<file path="src/design/gws_pkg.sv">
// ---------------------------------------------------------------------------
// gws_pkg: shared types and constants for the grid word search counter
// Letter codes, window and control types, match helpers.
// ---------------------------------------------------------------------------
package gws_pkg;

	localparam int GWS_MAX_WIDTH  = 256;
	localparam int GWS_MAX_HEIGHT = 256;
	localparam int RESET_SIZE     = 140;

	localparam int CFG_IDX_W  = 1;
	localparam int CFG_DATA_W = 9;
	localparam int CHAR_W     = 8;
	localparam int WORD_W     = 18;
	localparam int CROSS_W    = 16;

	localparam logic [WORD_W-1:0]  WORD_MAX  = '1;
	localparam logic [CROSS_W-1:0] CROSS_MAX = '1;

	localparam logic [CHAR_W-1:0] CHAR_X = 8'h58;
	localparam logic [CHAR_W-1:0] CHAR_M = 8'h4D;
	localparam logic [CHAR_W-1:0] CHAR_A = 8'h41;
	localparam logic [CHAR_W-1:0] CHAR_S = 8'h53;

	typedef enum logic [CFG_IDX_W-1:0] {
		REG_GRID_WIDTH  = 1'b0,
		REG_GRID_HEIGHT = 1'b1
	} reg_index_t;

	typedef struct packed {
		logic x;
		logic m;
		logic a;
		logic s;
	} letter_t;

	// window[row][col], row 3 and col 3 hold the newest characters
	typedef letter_t [3:0][3:0] window_t;

	typedef struct packed {
		logic c_ge3;
		logic c_ge2;
		logic r_ge3;
		logic r_ge2;
		logic last;
	} stage_flags_t;

	function automatic letter_t letter_of(input logic [CHAR_W-1:0] ch);
		letter_t l;
		l.x = (ch == CHAR_X);
		l.m = (ch == CHAR_M);
		l.a = (ch == CHAR_A);
		l.s = (ch == CHAR_S);
		return l;
	endfunction

	function automatic logic is_word(input letter_t a, input letter_t b,
		input letter_t c, input letter_t d);
		return (a.x & b.m & c.a & d.s) | (a.s & b.a & c.m & d.x);
	endfunction

	function automatic logic is_ms(input letter_t a, input letter_t b);
		return (a.m & b.s) | (a.s & b.m);
	endfunction

endpackage

</file>
<file path="src/design/gws_counter.sv">
// ---------------------------------------------------------------------------
// gws_counter: match logic and saturating totals
// Checks the four word directions and the cross on the window and keeps
// both running totals for the current grid.
// ---------------------------------------------------------------------------
module gws_counter import gws_pkg::*; (
	input  logic               clk,
	input  logic               arst_n,
	input  logic               advance,
	input  stage_flags_t       flags,
	input  window_t            window,
	output logic [WORD_W-1:0]  next_word,
	output logic [CROSS_W-1:0] next_cross
);

	logic [WORD_W-1:0]  word_q;
	logic [CROSS_W-1:0] cross_q;
	logic               hit_h, hit_v, hit_d, hit_ad, hit_x;
	logic [2:0]         hits;
	logic [WORD_W:0]    word_sum;

	always_comb begin
		hit_h  = flags.c_ge3 &&
			is_word(window[3][0], window[3][1], window[3][2], window[3][3]);
		hit_v  = flags.r_ge3 &&
			is_word(window[0][3], window[1][3], window[2][3], window[3][3]);
		hit_d  = flags.r_ge3 && flags.c_ge3 &&
			is_word(window[0][0], window[1][1], window[2][2], window[3][3]);
		hit_ad = flags.r_ge3 && flags.c_ge3 &&
			is_word(window[0][3], window[1][2], window[2][1], window[3][0]);
		hit_x  = flags.r_ge2 && flags.c_ge2 && window[2][2].a &&
			is_ms(window[1][1], window[3][3]) && is_ms(window[1][3], window[3][1]);

		hits = 3'(hit_h) + 3'(hit_v) + 3'(hit_d) + 3'(hit_ad);
		word_sum = {1'b0, word_q} + (WORD_W+1)'(hits);
		if (word_sum > {1'b0, WORD_MAX}) begin
			next_word = WORD_MAX;
		end else begin
			next_word = word_sum[WORD_W-1:0];
		end

		if (hit_x && (cross_q != CROSS_MAX)) begin
			next_cross = cross_q + CROSS_W'(1);
		end else begin
			next_cross = cross_q;
		end
	end

	always_ff @(posedge clk or negedge arst_n) begin
		if (!arst_n) begin
			word_q  <= '0;
			cross_q <= '0;
		end else if (advance) begin
			if (flags.last) begin
				word_q  <= '0;
				cross_q <= '0;
			end else begin
				word_q  <= next_word;
				cross_q <= next_cross;
			end
		end
	end

endmodule

</file>
<file path="config.mk">
export PLATFORM = sky130hd
export DESIGN_NAME = gws_counter
export DESIGN_NICKNAME = d
export VERILOG_FILES = /design/src/design/gws_pkg.sv /design/src/design/gws_counter.sv
export SDC_FILE = /design/constraint.sdc
export NUM_CORES = 1
export LEC_CHECK = 0
export BUFFER_PORTS_ARGS = -buffer_cell sky130_fd_sc_hd__buf_4
export CORE_UTILIZATION = 54
export DETAILED_ROUTE_END_ITERATION = 6
export HOLD_SLACK_MARGIN = 0.06
export PLACE_DENSITY = 0.93
export REMOVE_ABC_BUFFERS = 1
export SYNTH_ARGS = -nofsm -noshare
export SYNTH_HDL_FRONTEND = slang
export SYNTH_SLANG_ARGS = --single-unit
</file>
<file path="constraint.sdc">
create_clock -name clk -period 15.62 [get_ports clk]
set_input_delay 3.905 -clock clk [delete_from_list [all_inputs] [get_ports clk]]
set_output_delay 3.905 -clock clk [all_outputs]
set_load 0.03 [all_outputs]
</file>
==> reports/results.ini <==
[clock_network]
cts_inserted_buffers=5
worstSkewPairLatency_ns=0.29
ctsResizeCount=0
cts_buffer_depth=2
clkTransAtPathRegs_ns=0.07
clockRootBuffer=clkbuf_8
postCtsHoldBufs=0
postCtsSetupBuffers=0
cts_tree=built
cts_num_sinks=34
htreeDepth=2

[grt]
grtUsageMet1_pct=36.62
grt_pass1_vias=2702
grt_start_max_net_pins=49
grt_overflow=0
grt_busiest_layer=met2
grt_first_pass_wirelength_mm=11.98
grt_use_met3_pct=4.016
antenna_found_initial=0
grt_use_met2_pct=46.55
grt_usage_pct=27.57

[power]
power_mw=0.2241
power_density_nw_per_um2=65.10
seqPwrFrac_pct=44.3
sw_frac_of_total_pct=33.30
p_leak_nw=1.497
p_clk_share_pct=31.9
p_int_mw=0.1495
power_switching_mw=0.07462
vdd_ir_drop_max_mv=0.04433
combinationalPowerShare_pct=23.8

[run_status]
outcome=finished clean

[synthesis]
yosys.area_share.simple_pct=31.26
yosys_warnings=0
seq_area_frac_synth_pct=29.57
synth_top_area_cell=dfrtp_1
synth_top_family_by_area=simple AND/OR/NAND/NOR gates
syn_area_um2=2878
netlist_top_cells_area=dfrtp_1 (30%), nand2_1 (5.3%), xnor2_1 (4.9%), nand4_1 (4.3%), o21ai_0 (4.0%)
synth_flop_cell=dfrtp_1
synth-async-reset-ratio_pct=100.0
synth_compound_area_share_pct=22.43
syn_inst=360
ys_types=58
synth_adder_area_share_pct=2.957
avgSynthCellArea_um2=7.994
synth_mux_area_share_pct=0.3913
synth_edf_count=0
synth-seq-cells=34
synth-xor-area-share_pct=6.696
yosysTopAreaCellShare_pct=29.57

[layout]
final_cell_mix=buf_4 (69), nand2_1 (41), dfrtp_1 (34)
n_fill_cell=424
stdcell_area_um2=3442
syn2layout_area_growth_pct=19.61
final_core_util_pct=67.39
layout_commonest_cell=buf_4
seq_area_um2=850.8
n_antenna_cell=0
multiInputGateArea_um2=1834
nets=484
final_layout_size_suffix_gt1_share_pct=21.57

[critical_path]
cp_common_cell=fa_1
critical_path.max_stage_delay_ns=0.56
crit_arrival_ns=7.31
worstSetupPathType=in -> out
path_cells=buf_4, nand4_1, a21o_1, fa_1, inv_1, fa_1, fa_1, nand3_1, nor3_2, nand2_1, o21ai_0, buf_4
crit_path_start_kind=primary input
worst-path-buf-inv=3
path_delay_family=adder cells
cp.required_ns=11.72
slowest_stage=nand2_1
critPathMaxFanout=25
end_kind=output pin

[floorplanning]
coreArea_um2=5107
die_area_um2=5625
start_util_pct=56.34
rows=26
die_height_um=75
pin_count=106
die_w_um=75

[route]
vias=3145
final_antenna_net_count=0
drc=0
drtIter0Drc=340
drt_wl_total_mm=7.676
via_per_inst=6.579
wl_per_cell_um=16.06
firstDrtPassIters=5

[timing]
rsz0062_at_grt=false
tightest_slew_ns=0.8303
period_share_pct=71.78
setup_viol=0
hold_violations=0
fin_worst_skew_ns=0.009806
drv_slew=0
relSlewSlack_pct=44.19
final.setup.worst_slack_ns=4.408
setup_tns_ns=0
clock.fmax_mhz=89.19
period_minus_slack_ns=11.21

[placed_design]
dp_hpwl_mm=5.350
place_ws_ns=4.380
dpl_cell_area_um2=3351
portBuffers=69
routabilityCongestion=0.8769

[hold_path]
min-delay-path-class=reg -> reg

[job]
cap_violations=0

area by class of cell:
class	count	share of cell area [%]
inverter	16	1.745
tap	70	2.545
clock inverter	1	0.1454
sequential	34	24.72
clock buffer	7	2.508
timing repair buffer	69	15.05
multi-input combinational	281	53.29
state kept, by name, indices dropped and copies added, names as in the netlist:
register,cells
word_q,18
cross_q,16
synthesized netlist by cell type, drive strengths merged (2+ instances only):
cell type	n
a22o	2
a31oi	6
nand4	21
clkbuf	16
nor2b	2
or3	3
a41oi	6
a311oi	3
dfrtp	34
o311a	3
ha	2
a21oi	11
nand2b	2
nor4	9
or4	3
fa	3
a41o	2
a211o	3
nand3	18
nor2	24
nor4b	2
a221o	3
a22oi	2
nand2	41
and4	8
inv	16
xnor2	16
xor2	6
o311ai	6
a211oi	4
a21o	2
nor3	16
and3	9
o21ai	23
and2	6
buf	13
o221ai	4
worst paths after layout:
kind | cells after the start | slack (ns) | from | end
max in group asynchronous | 1 | 11.74 | arst_n | word_q[0]
max reg2reg | 9 | 12.23 | word_q[0] | word_q[3]
min | 2 | 0.57 | cross_q[1] | cross_q[1]
max | 12 | 4.41 | window[22] | next_word[15]
min in group asynchronous | 1 | 3.55 | arst_n | cross_q[6]
min reg2reg | 2 | 0.57 | cross_q[1] | cross_q[1]
metal layers:
metal / up-vias / wire length, µm
li1: 1459 / -
met1: 1512 / 3267
met2: 149 / 3831
met3: 25 / 456
met4: 0 / 121
met5: - / 0
power groups by stage:
| stage | registers [mW] | logic [mW] | clock network, mW |
|---|---|---|---|
| 5_1_grt | 0.0998 | 0.0587 | 0.0734 |
| 2_1_floorplan | 0.0991 | 0.0298 | 0 |
| 6_report | 0.0993 | 0.0534 | 0.0714 |
| 3_5_place_dp | 0.101 | 0.0531 | 0 |
| 3_3_place_gp | 0.100 | 0.0514 | 0 |
| 4_1_cts | 0.0990 | 0.0533 | 0.0703 |
cells by family (layout without fill, tap and decap cells):
family	Yosys count	count (layout)
compound gates	89	89
simple gates	164	164
flops	34	34
fa+ha+maj	5	5
xor+xnor	22	22
mux	1	1
buf+inv	45	93
worst register-to-register path, delay by kind of cell, from the launching register on:
kind,cells,cell delay (ns)
flops,1,0.35
compound gates,1,0.22
buf+inv,2,0.13
fa+ha+maj,3,1.47
simple gates,3,1.06
metrics by stage:
| step | std cells | hold WS [ns] |
|---|---|---|
| floorplan | 331 | 0.4988 |
| detailed placement | 470 | 0.5556 |
| global placement | 470 | 0.5175 |
| global route | 478 | 0.6107 |
| finish | 478 | 0.5731 |
| CTS | 478 | 0.5701 |
(Power assumes the default switching activity.)
