===== config.mk =====
export PLATFORM = sky130hd
export DESIGN_NAME = gws_cell
export DESIGN_NICKNAME = d
export VERILOG_FILES = /design/src/design/gws_pkg.sv /design/src/design/gws_cell.sv
export SDC_FILE = /design/constraint.sdc
export NUM_CORES = 1
export LEC_CHECK = 0
export BUFFER_PORTS_ARGS = -buffer_cell sky130_fd_sc_hd__buf_4
export CORE_AREA = 3 3 40 42
export CTS_BUF_LIST = sky130_fd_sc_hd__clkbuf_4 sky130_fd_sc_hd__clkbuf_8
export CTS_CLUSTER_DIAMETER = 30
export DETAILED_ROUTE_END_ITERATION = 12
export DIE_AREA = 0 0 43 45
export GPL_TIMING_DRIVEN = 1
export PLACE_DENSITY_LB_ADDON = 0.25
export SETUP_SLACK_MARGIN = 0.2
export SLEW_MARGIN = 20
export SYNTH_ARGS = -nofsm -noshare
export SYNTH_HDL_FRONTEND = slang
export SYNTH_SLANG_ARGS = --single-unit

===== constraint.sdc =====
create_clock -name clk -period 2.5 [get_ports clk]
set_input_delay 0.375 -clock clk [delete_from_list [all_inputs] [get_ports clk]]
set_output_delay 0.375 -clock clk [all_outputs]
set_load 0.05 [all_outputs]

===== src/design/gws_pkg.sv =====
// ---------------------------------------------------------------------------
// gws_pkg: shared types and constants for the grid word search counter
// Letter codes, window and control types, match helpers.
// ---------------------------------------------------------------------------
package gws_pkg;

	localparam int GWS_MAX_WIDTH  = 256;
	localparam int GWS_MAX_HEIGHT = 256;
	localparam int RESET_SIZE     = 140;

	localparam int CFG_IDX_W  = 1;
	localparam int CFG_DATA_W = 9;
	localparam int CHAR_W     = 8;
	localparam int WORD_W     = 18;
	localparam int CROSS_W    = 16;

	localparam logic [WORD_W-1:0]  WORD_MAX  = '1;
	localparam logic [CROSS_W-1:0] CROSS_MAX = '1;

	localparam logic [CHAR_W-1:0] CHAR_X = 8'h58;
	localparam logic [CHAR_W-1:0] CHAR_M = 8'h4D;
	localparam logic [CHAR_W-1:0] CHAR_A = 8'h41;
	localparam logic [CHAR_W-1:0] CHAR_S = 8'h53;

	typedef enum logic [CFG_IDX_W-1:0] {
		REG_GRID_WIDTH  = 1'b0,
		REG_GRID_HEIGHT = 1'b1
	} reg_index_t;

	typedef struct packed {
		logic x;
		logic m;
		logic a;
		logic s;
	} letter_t;

	// window[row][col], row 3 and col 3 hold the newest characters
	typedef letter_t [3:0][3:0] window_t;

	typedef struct packed {
		logic c_ge3;
		logic c_ge2;
		logic r_ge3;
		logic r_ge2;
		logic last;
	} stage_flags_t;

	function automatic letter_t letter_of(input logic [CHAR_W-1:0] ch);
		letter_t l;
		l.x = (ch == CHAR_X);
		l.m = (ch == CHAR_M);
		l.a = (ch == CHAR_A);
		l.s = (ch == CHAR_S);
		return l;
	endfunction

	function automatic logic is_word(input letter_t a, input letter_t b,
		input letter_t c, input letter_t d);
		return (a.x & b.m & c.a & d.s) | (a.s & b.a & c.m & d.x);
	endfunction

	function automatic logic is_ms(input letter_t a, input letter_t b);
		return (a.m & b.s) | (a.s & b.m);
	endfunction

endpackage


===== src/design/gws_cell.sv =====
// ---------------------------------------------------------------------------
// gws_cell: one window cell
// Holds one character, hands it to its left neighbor on each shift and
// reports which search letter it holds.
// ---------------------------------------------------------------------------
module gws_cell import gws_pkg::*; (
	input  logic              clk,
	input  logic              shift,
	input  logic [CHAR_W-1:0] d,
	output logic [CHAR_W-1:0] q,
	output letter_t           letter
);

	logic [CHAR_W-1:0] char_q;

	always_ff @(posedge clk) begin
		if (shift) begin
			char_q <= d;
		end
	end

	assign q      = char_q;
	assign letter = letter_of(char_q);

endmodule


==> results_dict.tcl, run 1 <==
set metrics [dict create \
    grt_overflow 0 \
    htreeDepth 1 \
    synth-seq-area-share_pct 74.4 \
    holdPathEnd "q[2]" \
    cts.reportedPaths.clkPinSlew_ps 50 \
    holdPathStages 1 \
    hold_buffers 0 \
    cts_resized 0 \
    drive_gt1_share_pct 61.9 \
    synth_area_leaders "edfxtp_1 74%, and3_1 3.9%, nor4_2 3.9%, nor4bb_1 3.1%, or4b_1 3.1%" \
    syn_avg_cell_area_um2 17.9 \
    dp_cells 54 \
    synth_seq_cells 8 \
    core_area_mm2 0.00128 \
    pre_cts_ws_ps 699 \
    cts_root_buffer "clkbuf_4" \
    wl_per_cell_um 12.8 \
    synth_commonest_cells "8 x edfxtp_1, 2 x and3_1" \
    fillCellCount 134 \
    seq_area_um2 240 \
    antenna_left 0 \
    crit_type "reg2out" \
    dpl-instance-area_um2 514 \
    ys_warn_count 0 \
    hold_slack_ps 304 \
    period_needed_ps 2060 \
    die_x_um 43 \
    nets 54 \
    vdd_ir_drop_max_mv 0.211 \
    drt_iter0_markers 2 \
    ys_async_sr_fraction_pct 0 \
    crit_slowest_cell "or4b_1" \
    worst_setup_path_end_kind "output port" \
    grt_start_max_net_pins 9 \
    yosys.area.top_type "edfxtp_1" \
    drt-total-wl_um 728 \
    die_h_um 45 \
    synth_top_area_share_pct 74.4 \
    worst_path_largest_cell_delay_ps 600 \
    tns_ps 0 \
    place_congestion 0.751 \
    design_area_um2 537 \
    synth_edf_count 8 \
    fmax_mhz 485 \
    status "finished, final reports clean" \
    grt_pass1_vias 254 \
    hold_start "d[2]" \
    pin_count 22 \
    track_usage_pct 7.66 \
    rsz0062_at_grt "false" \
    syn-num-nets 28 \
    drv_slew 0 \
    cts_tree "done" \
    crit_arrival_ps 1690 \
    dr_total_vias 275 \
    grt_pass1_wl_um 1050 \
    hold_violations 0 \
    fin_cells 57 \
    clockBufferDepth 2 \
    setup_ws_ps 438 \
    worstPathCellList "or4b_1 > nor4_4 > buf_4" \
    diodes 0 \
    drt_pass1_iterations 2 \
    start_util_pct 25.1 \
    largest_reg_flops 8 \
    die-area_mm2 0.00194 \
    multiInputGateArea_um2 97.6 \
    clock_sinks 8 \
    synth_cell_types 10 \
    portBuffers 21 \
    maxSlewHeadroom_pct 82.6 \
    viasPerCell 4.82 \
    worstPathRequired_ps 2120 \
    drc 0 \
    netlist_instances 18 \
    leakagePower_nw 0.222 \
    p_per_area_mw_per_mm2 632 \
    cts_buffers 3 \
    synth.most_common_cell "edfxtp_1" \
    cp-start-kind "flip-flop" \
    total_power_mw 0.339 \
    hold_path.class "in2reg" \
    cp_max_fo 5 \
    max_cap_viol_count 0 \
    finalSetupViolCount 0 \
    antenna_found_initial 0 \
    finish.utilization_pct 41.8 \
    fin_crit_sh_pct 82.5 \
    netlist_area_um2 323 \
    synth_ff_type "edfxtp_1" \
    syn2layout_area_growth_pct 66.3 \
    num_rows 13 \
    post_cts_buffers 0 \
    tightest_slew_ps 257 \
]
-- cells by family after synthesis --
group / Yosys count / share of synthesized area [%]
and+or+nand+nor: 10 / 25.6
DFF: 8 / 74.4
-- worst max-delay path, delay by kind of cell, from the launching register on --
family | cells | cell delay (ps)
buffers and inverters | 1 | 240
and+or+nand+nor | 2 | 760
DFF | 1 | 440
-- cell type report --
type	instances	area share, %
sequential	8	44.8
timing repair buffer	21	29.4
multi-input combinational	10	18.2
clock buffer	3	4.20
tap	15	3.50
-- report_power, final --
group / total, mW / internal (mW) / switching (mW)
Clock: 0.0923 / 0.0545 / 0.0378
Combinational: 0.0741 / 0.0261 / 0.0480
Sequential: 0.173 / 0.161 / 0.0125
-- how the worst max path moves through the flow --
stage	start	end	slack (ps)
after floorplan	q[7]	letter[2]	280
after global placement	q[1]	letter[1]	760
after detailed placement	q[1]	letter[1]	700
after CTS	q[1]	letter[1]	420
after global routing	q[1]	letter[1]	380
final	q[1]	letter[1]	440
-- metal layers --
metal  up-vias  global-route usage (%)  wire length (µm)
met5         -                       0                 0
met4         0                    7.23                15
met3         2                    3.19                82
met2        19                    12.9               334
met1       128                    6.97               295
li1        126                       -                 -
-- layout by cell type, fill, tap and decap left out --
cell,instances
buf_4,21
edfxtp_1,8
clkbuf_4,3
and3_1,2
nor3b_1,1
nor4b_1,1
nand2b_1,1
nand4b_1,1
nor4_2,1
or4b_1,1
nor4_4,1
nor4bb_1,1
(Power assumes the default switching activity.)
==> run 2, diff against run 1 <==
--- a/config.mk
+++ b/config.mk
@@ -5,6 +5,7 @@
 export SDC_FILE = /design/constraint.sdc
 export NUM_CORES = 1
 export LEC_CHECK = 0
+export ABC_AREA = 1
 export BUFFER_PORTS_ARGS = -buffer_cell sky130_fd_sc_hd__buf_4
 export CORE_AREA = 3 3 40 42
 export CTS_BUF_LIST = sky130_fd_sc_hd__clkbuf_4 sky130_fd_sc_hd__clkbuf_8
==> constraint.sdc (replaced) <==
create_clock -name clk -period 2.2 [get_ports clk]
set_input_delay 0.33 -clock clk [delete_from_list [all_inputs] [get_ports clk]]
set_output_delay 0.33 -clock clk [all_outputs]
set_load 0.05 [all_outputs]
==> results_dict.tcl, run 2 <==
set metrics [dict create \
    die-area_mm2 0.00194 \
    ys_async_sr_fraction_pct 0 \
    status "finished, final reports clean" \
    dp_hpwl_um 525 \
    p_sw_share_pct 28.9 \
    syn-num-nets 43 \
    num_rows 13 \
    finalSetupViolCount 0 \
    synth_commonest_cells "8 x edfxtp_1, 8 x nand2_1, 8 x nor2_1, 6 x inv_1, 3 x nor2_2" \
    highest_layer "met3" \
    drc 0 \
    nets 69 \
    layout_commonest_cell "buf_4" \
    cp_max_fo 4 \
    grt_start_max_net_pins 9 \
    wl_met2_um 309 \
    cts_buffers 3 \
    diodes 0 \
    path_buf_inv 1 \
    grt_pass1_wl_um 993 \
    clock_sinks 8 \
    yosys.area.top_type "edfxtp_1" \
    tns_ps 0 \
    clock_power_share_pct 27.2 \
    synth.mux.area_fraction_pct 0 \
    post_cts_buffers 0 \
    crit_top_cell "nor2_1" \
    fmax_mhz 660 \
    pwr-share-seq_pct 49.8 \
    synth_top_area_share_pct 70.3 \
    largest_reg_flops 8 \
    synth_compound_area_share_pct 0 \
    drv_slew 0 \
    grt_overflow 0 \
    pin_count 22 \
    wl_met3_um 63 \
    worstPathRequired_ps 1870 \
    cts_tree "done" \
    antenna_found_initial 0 \
    dr_total_vias 284 \
    die_h_um 45 \
    viasPerCell 3.94 \
    portBuffers 21 \
    drt-total-wl_um 617 \
    netlist_area_um2 342 \
    synth_cell_types 5 \
    crit_arrival_ps 1180 \
    drt_iter0_markers 2 \
    grt_pass1_vias 257 \
    synth-seq-area-share_pct 70.3 \
    synth_top_family_by_area "simple AND/OR/NAND/NOR gates" \
    syn2layout_area_growth_pct 58.2 \
    fin_crit_sh_pct 68.8 \
    place_congestion 0.685 \
    netlist_instances 33 \
    ys_warn_count 0 \
    tightest_slew_ps 155 \
    wl_per_cell_um 8.57 \
    worst_setup_path_end_kind "output port" \
    synth_edf_count 8 \
    cp-start-kind "flip-flop" \
    leakagePower_nw 0.257 \
    htreeDepth 1 \
    drt_pass1_iterations 3 \
    maxSlewHeadroom_pct 89.7 \
    worst_path_largest_cell_delay_ps 420 \
    max_cap_viol_count 0 \
    hold_buffers 0 \
    antenna_left 0 \
    hold_path.class "in2reg" \
    combinationalPowerShare_pct 23.0 \
    synth_xor_area_share_pct 0 \
    cts.reportedPaths.clkPinSlew_ps 50 \
    cts_root_buffer "clkbuf_4" \
    period_needed_ps 1510 \
    vdd_ir_drop_max_mv 0.340 \
    setup_ws_ps 686 \
    rsz0062_at_grt "false" \
    track_usage_pct 7.32 \
    crit_slowest_cell "edfxtp_1" \
    cts_resized 0 \
    yosys.area_share.adder_pct 0 \
    synth-simple-area-share_pct 23.1 \
    cp_top_family "flip-flops" \
    die_x_um 43 \
    hold_slack_ps 261 \
    core_area_mm2 0.00128 \
    synth_seq_cells 8 \
    hold_violations 0 \
    hold_start "d[5]" \
    drive_gt1_share_pct 47.4 \
    pre_cts_ws_ps 934 \
    crit_type "reg2out" \
    worstPathCellList "nor2_1 > nand2_1 > nor2_1 > buf_4" \
    switching_power_mw 0.111 \
    clockBufferDepth 2 \
    synth_ff_type "edfxtp_1" \
    start_util_pct 26.6 \
    startpoint "q[2]" \
    syn_avg_cell_area_um2 10.4 \
    p_int_mw 0.274 \
    drt-met1-wl_um 244 \
    layout_common_cells "21 x buf_4, 8 x nor2_1, 8 x nand2_1, 8 x edfxtp_1, 6 x inv_1" \
    synth_area_leaders "edfxtp_1 70%, nand2_1 8.8%, nor2_1 8.8%, inv_1 6.6%, nor2_2 5.5%" \
    p_per_area_mw_per_mm2 713 \
]
run 2: cell count changes after synthesis, moves of 2 or more:
cell and delta:
and3_1 -2, inv_1 +6, nand2_1 +8, nor2_1 +8, nor2_2 +3
run 2: stage by stage:
step                util [%]  power, mW  area (µm²)  instances
floorplan                  -      0.249         342         33
global placement        40.3      0.284         518         69
detailed placement      40.3      0.285         518         69
CTS                     42.1      0.394         541         72
global route            42.1      0.411         541         72
finish                  42.1      0.385         541         72
run 2: area by class of cell:
type,instances,area (µm²)
Fill cell,140,744
Multi-Input combinational cell,19,78.8
Clock buffer,3,22.5
Inverter,6,22.5
Sequential cell,8,240
Timing Repair Buffer,21,158
Tap cell,15,18.8
run 2: worst paths after layout:
kind | endpoint | slack [ps] | cells after the start
max | letter[0] | 690 | 4
min | q[5] | 260 | 1
run 2: power groups by stage:
stage / Combinational (mW) / Sequential [mW] / Clock, mW
3_5_place_dp: 0.0898 / 0.195 / 0
4_1_cts: 0.0899 / 0.192 / 0.112
2_1_floorplan: 0.0135 / 0.235 / 0
5_1_grt: 0.0942 / 0.194 / 0.122
6_report: 0.0887 / 0.192 / 0.105
3_3_place_gp: 0.0895 / 0.195 / 0
run 2: logic make-up after synthesis:
logic type,count (synthesis)
DFF,8
and+or+nand+nor,19
buffers and inverters,6
run 2: per-layer routing:
layer  vias up  track usage [%]
li1        152                -
met1       121             8.19
met2        11             10.5
met3         0             2.79
met4         0             7.23
met5         -                0
